`config.mk`:
```
export PLATFORM = sky130hd
export DESIGN_NAME = pfbe_ctrl
export DESIGN_NICKNAME = d
export VERILOG_FILES = /design/src/pfbe_pkg.sv /design/src/pfbe_ctrl.sv
export SDC_FILE = /design/constraint.sdc
export NUM_CORES = 1
export LEC_CHECK = 0
export ABC_AREA = 1
export BUFFER_PORTS_ARGS = -buffer_cell sky130_fd_sc_hd__buf_4
export CAP_MARGIN = 20
export CORE_MARGIN = 2
export CORE_UTILIZATION = 40
export DETAILED_ROUTE_END_ITERATION = 10
export GPL_ROUTABILITY_DRIVEN = 0
export GPL_TIMING_DRIVEN = 0
export PLACE_DENSITY = 0.78
export SYNTH_ARGS = -nofsm -noshare
export SYNTH_HDL_FRONTEND = slang
export SYNTH_SLANG_ARGS = --single-unit
```
`constraint.sdc`:
```
create_clock -name i_clk -period 1.6 [get_ports i_clk]
set_clock_uncertainty 0.05 [all_clocks]
set_input_delay 0.24 -clock i_clk [delete_from_list [all_inputs] [get_ports i_clk]]
set_output_delay 0.24 -clock i_clk [all_outputs]
set_load 0.03 [all_outputs]
```
`src/pfbe_pkg.sv`:
```
// ----------------------------------------------------------------------------
// pfbe_pkg
// Shared types and constants for the page frame buffer engine.
// ----------------------------------------------------------------------------
`timescale 1ns / 1ps

package pfbe_pkg;

    localparam int PAGES     = 8;
    localparam int COLUMNS   = 128;
    localparam int PG_W      = 3;
    localparam int COL_W     = 7;
    localparam int ROW_W     = 6;
    localparam int MEM_DEPTH = PAGES * COLUMNS;
    localparam int ADDR_W    = $clog2(MEM_DEPTH);

    typedef enum logic [1:0] {
        F_DRAW   = 2'd0,
        F_CLEAR  = 2'd1,
        F_SCROLL = 2'd2,
        F_READ   = 2'd3
    } t_func;

    typedef enum logic [3:0] {
        S_INIT,
        S_IDLE,
        S_DISPATCH,
        S_DRAW_WR,
        S_CLEAR,
        S_SC_FIRST,
        S_SC_LOAD,
        S_SC_SHIFT,
        S_SC_LAST,
        S_DONE
    } t_state;

    typedef enum logic [2:0] {
        WS_ZERO,
        WS_DRAW,
        WS_SHIFT,
        WS_LAST,
        WS_INIT
    } t_wsel;

    typedef enum logic [1:0] {
        COL_HOLD,
        COL_ZERO,
        COL_INC
    } t_colop;

    typedef enum logic [1:0] {
        PG_HOLD,
        PG_FIRST,
        PG_INC
    } t_pgop;

    typedef struct packed {
        logic   capture;
        logic   rd;
        logic   rd_next;
        logic   we;
        t_wsel  wsel;
        t_colop colop;
        t_pgop  pgop;
        logic   cur_load;
        logic   out_load;
    } t_cmd;

    typedef struct packed {
        t_func func;
        logic  in_mem;
        logic  range_err;
        logic  last_oob;
        logic  page_at_last;
        logic  col_at_last;
        logic  init_last;
        logic  out_free;
    } t_stat;

endpackage

```
`src/pfbe_ctrl.sv`:
```
// ----------------------------------------------------------------------------
// pfbe_ctrl
// Sequencer for init sweep, draw, clear, scroll and read operations.
// ----------------------------------------------------------------------------
`timescale 1ns / 1ps

module pfbe_ctrl
    import pfbe_pkg::*;
(
    input  logic  i_clk,
    input  logic  i_rst_n,
    input  logic  i_valid,
    output logic  o_ready,
    input  t_stat i_stat,
    output t_cmd  o_cmd
);

    t_state r_state;
    t_state n_state;

    always_ff @(posedge i_clk) begin
        if (!i_rst_n) begin
            r_state <= S_INIT;
        end else begin
            r_state <= n_state;
        end
    end

    always_comb begin
        n_state        = r_state;
        o_ready        = 1'b0;
        o_cmd.capture  = 1'b0;
        o_cmd.rd       = 1'b0;
        o_cmd.rd_next  = 1'b0;
        o_cmd.we       = 1'b0;
        o_cmd.wsel     = WS_ZERO;
        o_cmd.colop    = COL_HOLD;
        o_cmd.pgop     = PG_HOLD;
        o_cmd.cur_load = 1'b0;
        o_cmd.out_load = 1'b0;

        unique case (r_state)
            S_INIT: begin
                o_cmd.we   = 1'b1;
                o_cmd.wsel = WS_INIT;
                if (i_stat.init_last) begin
                    n_state = S_IDLE;
                end
            end
            S_IDLE: begin
                o_ready = 1'b1;
                if (i_valid) begin
                    o_cmd.capture = 1'b1;
                    n_state       = S_DISPATCH;
                end
            end
            S_DISPATCH: begin
                unique case (i_stat.func) inside
                    F_DRAW: begin
                        if (i_stat.in_mem) begin
                            o_cmd.rd = 1'b1;
                            n_state  = S_DRAW_WR;
                        end else begin
                            n_state = S_DONE;
                        end
                    end
                    F_READ: begin
                        o_cmd.rd = i_stat.in_mem;
                        n_state  = S_DONE;
                    end
                    F_CLEAR, F_SCROLL: begin
                        if (i_stat.range_err || i_stat.last_oob) begin
                            n_state = S_DONE;
                        end else begin
                            o_cmd.colop = COL_ZERO;
                            n_state     = (i_stat.func == F_CLEAR) ? S_CLEAR : S_SC_FIRST;
                        end
                    end
                    default: n_state = S_DONE;
                endcase
            end
            S_DRAW_WR: begin
                o_cmd.we   = 1'b1;
                o_cmd.wsel = WS_DRAW;
                n_state    = S_DONE;
            end
            S_CLEAR: begin
                o_cmd.we   = 1'b1;
                o_cmd.wsel = WS_ZERO;
                if (i_stat.col_at_last) begin
                    o_cmd.colop = COL_ZERO;
                    if (i_stat.page_at_last) begin
                        n_state = S_DONE;
                    end else begin
                        o_cmd.pgop = PG_INC;
                    end
                end else begin
                    o_cmd.colop = COL_INC;
                end
            end
            S_SC_FIRST: begin
                o_cmd.rd = 1'b1;
                n_state  = S_SC_LOAD;
            end
            S_SC_LOAD: begin
                o_cmd.cur_load = 1'b1;
                if (i_stat.page_at_last) begin
                    n_state = S_SC_LAST;
                end else begin
                    o_cmd.rd_next = 1'b1;
                    o_cmd.pgop    = PG_INC;
                    n_state       = S_SC_SHIFT;
                end
            end
            S_SC_SHIFT: begin
                o_cmd.we       = 1'b1;
                o_cmd.wsel     = WS_SHIFT;
                o_cmd.cur_load = 1'b1;
                if (i_stat.page_at_last) begin
                    n_state = S_SC_LAST;
                end else begin
                    o_cmd.rd_next = 1'b1;
                    o_cmd.pgop    = PG_INC;
                end
            end
            S_SC_LAST: begin
                o_cmd.we   = 1'b1;
                o_cmd.wsel = WS_LAST;
                o_cmd.pgop = PG_FIRST;
                if (i_stat.col_at_last) begin
                    n_state = S_DONE;
                end else begin
                    o_cmd.colop = COL_INC;
                    n_state     = S_SC_FIRST;
                end
            end
            S_DONE: begin
                if (i_stat.out_free) begin
                    o_cmd.out_load = 1'b1;
                    n_state        = S_IDLE;
                end
            end
            default: n_state = S_IDLE;
        endcase
    end

endmodule

```
==> flow_summary_export.csv <==
group,metric,value,unit
outcome,status,"finished with violations",
outcome,violations,"setup timing",
clocking,cts_buffers,3,
layout,fillers,146,
power_and_ir_drop,power_density,1210,nW/µm²
route,dr.pass1.iters,4,
timing,rsz0062_at_grt,"yes",
timing,finalSetupViolCount,1,
timing,hold_viol,0,
critical_path,endpoint_kind,"output pin",
clocking,cts.sinks,4,
floorplanning,num_io_pins,26,
synthesis,syn-instance-count,120,
synthesis,netlist_top_cells_area,"nand2_1 16%, dfxtp_1 13%, nor2_1 12%",
clocking,clk_latency,0.23,ns
clocking,cts_root_buf,"clkbuf_4",
placement,post-place-ws,0.105,ns
synthesis,netlist.area_leader.share,16.4,%
global_routing,grt_pass1_wl,2820,µm
global_routing,globalRouteOverflowTotal,0,
route,via_count,845,
timing,layout_min_cycle_time,1.61,ns
timing,worstMarginPinSlew,0.209,ns
power_and_ir_drop,peakVddDrop,0.910,mV
run,max_cap_violations,0,
placement,dp_cells,161,
synthesis,yosys.area_share.simple,57.4,%
timing,relSlewSlack,85.9,%
synthesis,synth_edf_count,0,
clocking,cts_tree,"built",
timing,finalWorstSetupSlack,-0.00844,ns
floorplanning,dieArea,1940,µm²
clocking,hold_buffers,0,
synthesis,syn_avg_cell_area,5.34,µm²
layout,final_layout_size_suffix_gt1_share,41.6,%
timing,tns,-0.00844,ns
floorplanning,initial_core_util,42.5,%
synthesis,synth_fp_nets,136,
critical_path,crit_path_max_fanout,6,
route,drt_wl_total,1830,µm
layout,area_delta_synth_final,52.9,%
global_routing,grt_max_degree,8,
floorplanning,fp.dieW,44.0,µm
route,remaining_drc_errors,0,
synthesis,async_flop_share,0,%
clocking,cts_max_level,1,
layout,largest_reg_flops,4,
synthesis,synth_fa_ha_area_share,7.81,%
critical_path,cp.arrival,1.32,ns
synthesis,synth_seq_cells,4,
layout,final_core_util,65.0,%
layout,nNetsFinal,172,
synthesis,synth-compound-area-share,8.79,%
synthesis,syn_area,641,µm²
timing,fmax,0.622,GHz
placement,port_buffers,25,
global_routing,antenna_found_initial,0,
synthesis,yosysWarnings,0,
route,ant_nets,0,
floorplanning,die_h,44.0,µm
timing,slew_violations,0,
critical_path,worstSetupStartpointType,"register",
clocking,clk_path_buf_depth,2,
synthesis,synth_top_family_by_area,"simple AND/OR/NAND/NOR gates",
floorplanning,core,1510,µm²
synthesis,synthMostInstantiatedCell,"nand2_1",
synthesis,post_synth_xor_area_fraction,0,%
timing,finalCritPeriodShare,101,%
hold_path,hold_path_class,"input port to register",
layout,layoutNonFillerInstCount,170,
clocking,clkTransAtPathRegs,0.03,ns
layout,antenna_cells,0,
layout,top_register,"r_state",
synthesis,yosysUniqueCellTypes,19,
layout,biggestRegsByFlops,"r_state: 4 flops",
route,wire_per_inst,10.7,µm
global_routing,grt_pass1_vias,744,
synthesis,yosysSeqAreaShare,12.5,%
power_and_ir_drop,p_leak,0.558,nW
critical_path,cp_data_required_time,1.31,ns
synthesis,synth_area_leader_cell,"nand2_1",
route,drt_iter0_markers,25,
critical_path,worstSetupPathType,"register to output pin",
synthesis,yosys_most_used_dff,"dfxtp_1",
synthesis,synth.top_cells.by_count,"28 x nand2_1, 21 x nor2_1, 15 x inv_1, 13 x nand3_1, 8 x inv_2",
route,post_drt_via_cell_ratio,4.97,
global_routing,gr-usage-all-layers,19.5,%
synthesis,synthMuxAreaShare,0,%
placement,hpwl,1440,µm
floorplanning,row_count,14,
[through the flow]
step                instance area (µm²)  total power, mW  hold slack, ns
floorplan                           664            0.698           0.329
global placement                    872            0.900           0.439
detailed placement                  872            0.911           0.462
CTS                                 942             1.11           0.215
global route                        980             1.29           0.239
finish                              980             1.18           0.219
[worst paths after layout]
path | startpoint | endpoint | slack [ns] | cells after the start
max | r_state[0]$_SDFFE_PN0P_ | o_cmd[3] | -0.008 | 5
min | i_rst_n | r_state[0]$_SDFFE_PN0P_ | 0.22 | 3
max reg2reg | r_state[3]$_SDFFE_PN0P_ | r_state[0]$_SDFFE_PN0P_ | 0.27 | 8
min reg2reg | r_state[2]$_SDFFE_PN0P_ | r_state[2]$_SDFFE_PN0P_ | 0.51 | 2
[critical path: stages (launching register included)]
cell	delay [ns]
dfxtp_2	0.34
nor2_4	0.19
buf_4	0.15
nand3_2	0.09
o21bai_1	0.14
buf_4	0.18
[where the power goes]
part / internal (mW) / switching (mW) / leakage (nW)
clock network: 0.0835 / 0.0358 / 0.0138
registers: 0.129 / 0.0479 / 0.0346
logic: 0.351 / 0.537 / 0.509
[routing by layer]
layer  vias to the layer above  track usage [%]  wire [µm]
met5                         -                0          0
met4                         0             9.09          0
met3                         0             2.45         79
met1                       379             22.5        748
li1                        446                -          -
met2                        20             35.3        999
[cell families (layout without fill, tap and decap cells)]
group | after synthesis | in the layout
AO/OA/AOI/OAI | 10 | 10
adder cells (fa/ha/maj) | 4 | 4
buffers and inverters | 23 | 57
flip-flops | 4 | 4
AND/OR/NAND/NOR | 79 | 79
[layout make-up]
class,count,area [µm²],share of cell area [%]
multi-input cells,93,524,53.5
flip-flops and latches,4,87.6,8.94
clock buffers,3,22.5,2.30
repair buffers,31,236,24.1
inverters,23,88.8,9.07
well taps,16,20.0,2.04
[layout by cell type (no fill, tap or decap)]
master | netlist | layout
dfxtp_4 | 0 | 1
nor2_2 | 6 | 3
buf_6 | 0 | 1
a21oi_1 | 4 | 4
o32ai_2 | 0 | 1
inv_4 | 0 | 1
dfxtp_2 | 0 | 3
nand3b_1 | 1 | 1
inv_2 | 8 | 7
o21ai_1 | 1 | 1
ha_1 | 4 | 4
nand3_2 | 1 | 2
nor2_4 | 2 | 5
nor4_2 | 0 | 1
o21bai_1 | 1 | 1
nand3_1 | 13 | 12
nor3_4 | 0 | 1
inv_1 | 15 | 15
clkbuf_4 | 0 | 3
nand2_2 | 4 | 4
o21ai_0 | 3 | 3
nor3_2 | 0 | 1
nor2_1 | 21 | 21
nand2_1 | 28 | 28
buf_4 | 0 | 30
[repair_timing]
action | 4_1_cts | 5_1_grt
setup endpoints to repair | 9 | 8
pin swaps | 2 | 2
setup buffers | 4 | 2
resized for setup | 7 | 5
(Power assumes the default switching activity.)
